<file path="config.mk">
export PLATFORM = sky130hd
export DESIGN_NAME = cuboid_overlap_or_adjacency_box_unit
export DESIGN_NICKNAME = d
export VERILOG_FILES = /design/src/rtl/cob_pkg.sv /design/src/rtl/cuboid_overlap_or_adjacency_box_unit.sv /design/src/rtl/cob_axis.sv
export SDC_FILE = /design/constraint.sdc
export NUM_CORES = 2
export LEC_CHECK = 0
export ABC_CLOCK_PERIOD_IN_PS = 3600
export BUFFER_PORTS_ARGS = -buffer_cell sky130_fd_sc_hd__buf_2
export CAP_MARGIN = 30
export CORE_MARGIN = 10
export CORE_UTILIZATION = 50
export DETAILED_ROUTE_END_ITERATION = 7
export GPL_ROUTABILITY_DRIVEN = 0
export GPL_TIMING_DRIVEN = 1
export PLACE_DENSITY = 0.69
export SETUP_SLACK_MARGIN = 0.05
export SYNTH_ARGS = -nofsm -noshare
export SYNTH_HDL_FRONTEND = slang
export SYNTH_HIERARCHICAL = 1
export SYNTH_SLANG_ARGS = --single-unit
</file>
<file path="constraint.sdc">
create_clock -name clk -period 3.6 [get_ports clk]
set_input_delay 0.72 -clock clk [delete_from_list [all_inputs] [get_ports clk]]
set_output_delay 0.72 -clock clk [all_outputs]
set_load 0.02 [all_outputs]
</file>
<file path="src/rtl/cob_pkg.sv">
// Shared types and constants for the cuboid overlap / connecting-box unit.
// No dependencies; imported by every module of the block.
`default_nettype none

package cob_pkg;

  localparam int COORD_BITS = 20;

  typedef logic signed [COORD_BITS-1:0] coord_t;
  typedef logic        [COORD_BITS-2:0] len_t;
  typedef logic        [COORD_BITS-1:0] ext_t;
  typedef logic signed [COORD_BITS:0]   wide_t;

  typedef struct packed {
    coord_t a_x;
    coord_t a_y;
    coord_t a_z;
    len_t   a_len_x;
    len_t   a_len_y;
    len_t   a_len_z;
    coord_t b_x;
    coord_t b_y;
    coord_t b_z;
    len_t   b_len_x;
    len_t   b_len_y;
    len_t   b_len_z;
  } in_req_t;

  typedef struct packed {
    logic   boxes_overlap;
    logic   link_valid;
    coord_t link_x;
    coord_t link_y;
    coord_t link_z;
    ext_t   link_len_x;
    ext_t   link_len_y;
    ext_t   link_len_z;
  } out_rsp_t;

  typedef struct packed {
    logic   apart;
    logic   ext_zero;
    coord_t start;
    wide_t  ext;
  } axis_res_t;

endpackage

`default_nettype wire

</file>
<file path="src/rtl/cuboid_overlap_or_adjacency_box_unit.sv">
// Cuboid overlap / connecting-box unit, top level. Depends on cob_pkg and cob_axis.
//
// Use: drive in_req with two boxes (corner Q16.4 plus lengths Q15.4 per axis) and
// raise start; the request is taken at any rising edge with start high and
// busy low. busy is never raised, so a new request may enter every cycle.
// Each request yields exactly one result on out_rsp, marked by out_valid for
// one cycle: out_valid rises once the request has passed the axis stages
// into the result register, and the result is taken at the edge that ends that cycle.
// Throughput is one request per cycle; latency is the three register stages
// of each axis slice (span ends, compares, extent select) plus the result
// register. The three axes run in parallel slices.
// out_rsp reports boxes_overlap and, when link_valid, the connecting box;
// its corner and lengths read zero otherwise.
// Reset clears the stage valid bits only; requests in flight are dropped.
// The receiver cannot stall, so the pipeline never holds.
`default_nettype none

module cuboid_overlap_or_adjacency_box_unit
  import cob_pkg::*;
(
  input  wire logic     clk,
  input  wire logic     rst_n,
  input  wire logic     start,
  output logic          busy,
  input  wire in_req_t  in_req,
  output logic          out_valid,
  output out_rsp_t      out_rsp
);

  logic [2:0] vld_r, vld_nxt;
  logic       out_valid_r, out_valid_nxt;
  out_rsp_t   out_rsp_r, out_rsp_nxt;

  axis_res_t  res_x, res_y, res_z;
  logic       apart_any, two_zero, overlap, valid;

  cob_axis u_axis_x (
    .clk (clk), .pa (in_req.a_x), .la (in_req.a_len_x),
    .pb (in_req.b_x), .lb (in_req.b_len_x), .res (res_x)
  );

  cob_axis u_axis_y (
    .clk (clk), .pa (in_req.a_y), .la (in_req.a_len_y),
    .pb (in_req.b_y), .lb (in_req.b_len_y), .res (res_y)
  );

  cob_axis u_axis_z (
    .clk (clk), .pa (in_req.a_z), .la (in_req.a_len_z),
    .pb (in_req.b_z), .lb (in_req.b_len_z), .res (res_z)
  );

  assign busy = 1'b0;

  always_comb begin
    vld_nxt = {vld_r[1:0], start & ~busy};
  end

  always_comb begin
    apart_any = res_x.apart | res_y.apart | res_z.apart;
    two_zero  = (res_x.ext_zero & res_y.ext_zero) | (res_x.ext_zero & res_z.ext_zero) |
                (res_y.ext_zero & res_z.ext_zero);
    overlap   = ~apart_any & ~two_zero;
    valid     = overlap && (res_x.ext != '0) && (res_y.ext != '0) && (res_z.ext != '0);

    out_valid_nxt             = vld_r[2];
    out_rsp_nxt.boxes_overlap = overlap;
    out_rsp_nxt.link_valid    = valid;
    out_rsp_nxt.link_x        = valid ? res_x.start : '0;
    out_rsp_nxt.link_y        = valid ? res_y.start : '0;
    out_rsp_nxt.link_z        = valid ? res_z.start : '0;
    out_rsp_nxt.link_len_x    = valid ? res_x.ext[COORD_BITS-1:0] : '0;
    out_rsp_nxt.link_len_y    = valid ? res_y.ext[COORD_BITS-1:0] : '0;
    out_rsp_nxt.link_len_z    = valid ? res_z.ext[COORD_BITS-1:0] : '0;
  end

  always_ff @(posedge clk) begin
    if (!rst_n) begin
      vld_r       <= '0;
      out_valid_r <= 1'b0;
    end else begin
      vld_r       <= vld_nxt;
      out_valid_r <= out_valid_nxt;
    end
  end

  always_ff @(posedge clk) begin
    out_rsp_r <= out_rsp_nxt;
  end

  assign out_valid = out_valid_r;
  assign out_rsp   = out_rsp_r;

endmodule

`default_nettype wire

</file>
<file path="src/rtl/cob_axis.sv">
// One axis of the box pair: three register stages from spans to start and extent.
// Depends on cob_pkg.
`default_nettype none

module cob_axis
  import cob_pkg::*;
(
  input  wire logic      clk,
  input  wire coord_t    pa,
  input  wire len_t      la,
  input  wire coord_t    pb,
  input  wire len_t      lb,
  output axis_res_t      res
);

  // stage 1: span ends
  wide_t  pa_r, pb_r, ea_r, eb_r;
  len_t   la_r, lb_r;
  wide_t  pa_nxt, pb_nxt, ea_nxt, eb_nxt;

  // stage 2: compares and sum
  logic   apart_r, face_a_r, face_b_r;
  coord_t lo_r;
  wide_t  hi_r;
  ext_t   sum_r;
  coord_t pa2_r, pb2_r;
  logic   apart_nxt, face_a_nxt, face_b_nxt;
  coord_t lo_nxt;
  wide_t  hi_nxt;
  ext_t   sum_nxt;
  coord_t pa2_nxt, pb2_nxt;

  // stage 3: result
  axis_res_t res_r, res_nxt;
  wide_t     raw_ext;

  always_comb begin
    pa_nxt = {pa[COORD_BITS-1], pa};
    pb_nxt = {pb[COORD_BITS-1], pb};
    ea_nxt = pa_nxt + $signed({2'b00, la});
    eb_nxt = pb_nxt + $signed({2'b00, lb});
  end

  always_ff @(posedge clk) begin
    pa_r <= pa_nxt;
    pb_r <= pb_nxt;
    ea_r <= ea_nxt;
    eb_r <= eb_nxt;
    la_r <= la;
    lb_r <= lb;
  end

  always_comb begin
    apart_nxt  = (pa_r > eb_r) || (pb_r > ea_r);
    lo_nxt     = (pa_r > pb_r) ? pa_r[COORD_BITS-1:0] : pb_r[COORD_BITS-1:0];
    hi_nxt     = (ea_r < eb_r) ? ea_r : eb_r;
    face_a_nxt = (pa_r == eb_r);
    face_b_nxt = (ea_r == pb_r);
    sum_nxt    = {1'b0, la_r} + {1'b0, lb_r};
    pa2_nxt    = pa_r[COORD_BITS-1:0];
    pb2_nxt    = pb_r[COORD_BITS-1:0];
  end

  always_ff @(posedge clk) begin
    apart_r  <= apart_nxt;
    lo_r     <= lo_nxt;
    hi_r     <= hi_nxt;
    face_a_r <= face_a_nxt;
    face_b_r <= face_b_nxt;
    sum_r    <= sum_nxt;
    pa2_r    <= pa2_nxt;
    pb2_r    <= pb2_nxt;
  end

  always_comb begin
    raw_ext          = hi_r - {lo_r[COORD_BITS-1], lo_r};
    res_nxt.apart    = apart_r;
    res_nxt.ext_zero = (raw_ext == '0);
    if (face_b_r) begin
      res_nxt.start = pa2_r;
    end else if (face_a_r) begin
      res_nxt.start = pb2_r;
    end else begin
      res_nxt.start = lo_r;
    end
    if (face_a_r || face_b_r) begin
      res_nxt.ext = {1'b0, sum_r};
    end else begin
      res_nxt.ext = raw_ext;
    end
  end

  always_ff @(posedge clk) begin
    res_r <= res_nxt;
  end

  assign res = res_r;

endmodule

`default_nettype wire

</file>
==> After elaboration in Yosys (flattened, before gate mapping) <==
Index checks and enable logic that the tools add are counted.
{ "op_classes": {"add_sub_neg": 12, "order_cmp": 12, "eq_ne": 6, "n_mux": 15, "bitwise": 10, "reduce_logical": 15} }
{ "op_table": {"columns": ["operator", "n"], "rows": [
  ["$mux W20", 12],
  ["$add A20 B20 Y21", 6],
  ["$gt A20 B21 Y1", 6],
  ["$eq A20 B21 Y1", 3],
  ["$eq A21 B20 Y1", 3],
  ["$logic_not A21 Y1", 3],
  ["$lt A21 B21 Y1", 3],
  ["$mux W21", 3],
  ["$reduce_bool A21 Y1", 3],
  ["$sub A21 B21 Y21", 3],
  ["$add A19 B19 Y20", 3],
  ["$gt A20 B20 Y1", 3],
  ["$logic_or A1 B1 Y1", 6],
  ["$and A1 B1 Y1", 4],
  ["$or A1 B1 Y1", 4],
  ["$logic_and A1 B1 Y1", 3],
  ["$not A1 Y1", 2]
]} }
{ "word_totals": {"regBits": 927, "out_inout_bits": 124, "wordCells": 137} }

==> Logic depth before layout (Yosys ltp) <==
{ "depth": {"ltp_word": 8, "mapped_depth": 12, "depth_no_buf": 12} }

==> Modules after synthesis <==
The synthesis kept the hierarchy.
{ "by_module_without_submodules": {"columns": ["mod", "instances", "cells_each", "area_per_inst_um2"], "rows": [
  ["cob_axis (u_axis_y)", 1, 1214, 12097.9],
  ["cob_axis (u_axis_x)", 1, 1193, 12065.3],
  ["cob_axis (u_axis_z)", 1, 1186, 12006.5],
  ["cuboid_overlap_or_adjacency_box_unit", 1, 391, 4399.2]
]} }

==> Worst setup path after synthesis <==
OpenSTA, ideal clock, no wires.
{ "synth_path": {"path_type": "register -> register", "from": "register u_axis_z.lo_r[11]", "to": "register u_axis_z.res_r (netlist bit u_axis_z/res[41])", "setup_time_ns": 0.087, "arrival_time_ns": 3.017, "t_required_ns": 3.513, "path_slack_ns": 0.496, "stages_incl_launch_ff": 12, "period_less_slack_ns": 3.104, "path_cell_list": "dfxtp_1 -> inv_1 -> ha_1 -> a21o_1 -> a31oi_4 -> nand2_2 -> or4_4 -> o22ai_2 -> xnor2_1 -> or4_1 -> or4b_1 -> nor4b_2"} }
{ "synth_lines": {"columns": ["item", "line", "text"], "rows": [
  ["from (decl)", "cob_axis.sv:23", "coord_t lo_r;"],
  ["from (signal assigned)", "cob_axis.sv:66", "lo_r <= lo_nxt;"],
  ["to (signal assigned)", "cob_axis.sv:94", "res_r <= res_nxt;"],
  ["to (decl)", "cob_axis.sv:34", "axis_res_t res_r, res_nxt;"]
]} }

==> impl_metrics.py <==
metrics = {
    "outcome": {
        "status": "finished, final reports clean",
    },
    "synthesis": {
        "avgSynthCellArea_sq_um": 10.2,
        "synth_top_area_share_pct": 45.7,
        "synth_cells": 3984,
        "synth_edf_count": 0,
        "ys.flop_type": "dfxtp_1",
        "yosys-top-cells-area": "dfxtp_1, ha_1, inv_1",
        "synth_area_sq_mm": 0.0406,
        "yosys.cell_types.count": 98,
        "synth_fp_nets": 4710,
        "yosys-top-cells-count": "dfxtp_1, ha_1, inv_1, nand2_1, o21ai_0",
        "ys_seq_area_share_pct": 45.7,
        "synth_most_common_cell": "dfxtp_1",
        "yosysTopAreaCell": "dfxtp_1",
        "ys_warn_count": 6,
        "ys_ff_latch": 927,
        "synth-async-reset-ratio_pct": 0,
    },
    "sta": {
        "rsz0062_at_grt": "false",
        "fin_crit_sh_pct": 93.2,
        "finClkSkew_ns": 0.0196,
        "clock.fmax_mhz": 298,
        "min_period_ns": 3.35,
        "setup_viol_count_final": 0,
        "tns_ns": 0,
        "worst_pin_slew_ns": 0.737,
        "report.final.hold_viol_count": 0,
        "maxSlewHeadroom_pct": 50.7,
        "final_max_slew_viol_count": 0,
    },
    "drt": {
        "vias_per_cell": 5.37,
        "remaining_drc_errors": 0,
        "drt_pre_antenna_iters": 6,
        "antenna_left": 0,
        "wl_mm": 109,
        "drt_iter0_drc": 1736,
        "num_vias": 29700,
        "wl_per_cell_um": 19.8,
    },
    "placement": {
        "port-buffer-count": 359,
        "dp_hpwl_mm": 88.3,
    },
    "power": {
        "power_leakage_nw": 22.2,
        "peakVddDrop_mv": 0.414,
        "power_density_mw_per_mm2": 680,
    },
    "setup_path": {
        "crit_chain": "inv_1 > ha_1 > nor2b_1 > o2111ai_1 > and4_4 > o311a_2 > a311oi_2 > nand4_1 > or4_1 > or4b_1 > nor4b_2",
        "worstPathArrival_ns": 3.92,
        "cp_slowest_cell": "or4b_1",
        "crit_fanout": 5,
        "critPathLaunchType": "flop",
        "endpoint_kind": "flop",
        "r2r_slack_ns": 0.25,
        "critPathKind": "reg2reg",
        "slowest_delay_ns": 0.53,
        "cp.required_ns": 4.16,
    },
    "clock_network": {
        "post_cts_buffers": 0,
        "postCtsResizedCells": 0,
        "clk_latency_ns": 0.66,
        "holdBufCountCts": 0,
        "cts_root_buf": "clkbuf_16",
        "h-tree-depth": 3,
        "clock_sinks": 927,
        "clkTransAtPathRegs_ns": 0.06,
        "cts_tree": "done",
        "cts_buffer_depth": 3,
        "cts_made_buffers": 96,
    },
    "worst_hold_path": {
        "hold_class": "in2reg",
    },
    "cells_and_area": {
        "fin_nets": 5110,
        "synthToLayoutAreaGrowth_pct": 16.0,
        "drive_above_1_share_pct": 16.3,
        "final_util_pct": 58.5,
    },
    "die": {
        "initial_core_util_pct": 50.4,
        "die_area_sq_mm": 0.0929,
        "rows": 104,
        "die_w_um": 305,
        "core-area_sq_mm": 0.0804,
        "die_h_um": 305,
        "boundaryPins": 361,
    },
    "grt": {
        "antenna_found_initial": 15,
        "grt_use_total_pct": 22.6,
        "grt_pass1_vias": 29500,
        "gr-total-overflow": 0,
        "grt_pass1_wl_mm": 166,
        "grt_max_degree": 116,
    },
    "job": {
        "maxCapViolCount": 0,
    },
}
power by group:
group | total (mW) | leakage [nW] | internal (mW) | switching (mW)
Sequential | 12.7 | 7.77 | 11.9 | 0.847
Clock | 10.5 | 1.65 | 6.30 | 4.16
Combinational | 8.85 | 12.7 | 3.76 | 5.09
worst paths after layout:
path                             from                  endpoint  cells after the start
max reg2reg  u_axis_z/lo_r[1]$_DFF_P_  u_axis_z/res[41]$_DFF_P_                     11
min reg2reg  u_axis_z/apart_r$_DFF_P_  u_axis_z/res[42]$_DFF_P_                      0
max          u_axis_z/lo_r[1]$_DFF_P_  u_axis_z/res[41]$_DFF_P_                     11
min                       in_req[214]  u_axis_x/pa_r[0]$_DFF_P_                      1
routing by layer:
metal / vias to the layer above / share of wire (%) / global-route usage (%)
li1: 14800 / - / -
met1: 14000 / 46 / 30.2
met2: 787 / 46 / 36.9
met3: 152 / 5.3 / 3.24
met4: 0 / 2.9 / 7.83
met5: - / 0 / 0
registers in the layout, summed over array words and instances (netlist names), 21 cells and up:
register,flops
u_axis_y/eb_r,21
u_axis_y/hi_r,21
u_axis_y/res,43
u_axis_y/ea_r,21
u_axis_z/res,43
out_rsp,122
u_axis_x/res,43
u_axis_x/eb_r,21
u_axis_z/eb_r,21
u_axis_x/ea_r,21
u_axis_x/hi_r,21
u_axis_z/hi_r,21
u_axis_z/ea_r,21
worst max-delay path: cells and delay by family, from the launching register on:
family          cells  cell delay (ns)
flops               1             0.38
fa+ha+maj           1             0.28
buf+inv             1             0.06
compound gates      3             0.84
simple gates        6             1.69
through the flow:
stage / cell area (sq um) / cells / hold WS [ns] / setup WS, ns / power (mW)
final: 47100 / 5530 / 0.178 / 0.246 / 32.0
after global routing: 47100 / 5529 / 0.151 / 0.0574 / 33.7
after CTS: 47000 / 5522 / 0.134 / 0.139 / 32.1
after detailed placement: 43600 / 5346 / 0.312 / 0.101 / 21.6
after global placement: 43600 / 5346 / 0.318 / 0.131 / 21.4
after floorplan: 40600 / 3984 / 0.310 / 0.496 / 18.9
layout make-up:
class                           instances  area (sq um)
Sequential cell                       927         18600
Fill cell                            6862         33300
Antenna cell                            8          20.0
Multi-Input combinational cell       2564         20200
Inverter                              408          1530
Clock buffer                          142          2810
Timing Repair Buffer                  387          2090
Clock inverter                         34           592
Tap cell                             1060          1330
cells in the final DEF (no fill, tap or decap), types with 23 or more instances in the layout:
| cell | instances |
|---|---|
| nand4_1 | 60 |
| o21ai_0 | 211 |
| nor2_1 | 147 |
| a31oi_1 | 31 |
| clkbuf_8 | 23 |
| clkbuf_16 | 96 |
| dfxtp_1 | 927 |
| nor4_2 | 63 |
| clkbuf_1 | 23 |
| nor3b_1 | 42 |
| nand3_1 | 45 |
| nand2_1 | 245 |
| mux2i_1 | 126 |
| inv_1 | 408 |
| buf_2 | 359 |
| a21oi_1 | 197 |
| nor3_1 | 53 |
| ha_1 | 476 |
| xor2_1 | 46 |
| o21a_1 | 51 |
| a21o_1 | 136 |
| nand2b_1 | 40 |
| nor4_1 | 34 |
| nor2b_1 | 43 |
| mux2_2 | 64 |
| xnor2_1 | 144 |
cells by family after synthesis:
group / after synthesis / share of synthesized area [%]
buf+inv: 493 / 4.76
compound gates: 812 / 12.9
other cells: 1 / 0.00924
fa+ha+maj: 490 / 15.3
xor+xnor: 190 / 4.10
mux: 190 / 4.89
flops: 927 / 45.7
simple gates: 881 / 12.3
Note: power is estimated with default switching activity, not from simulation.
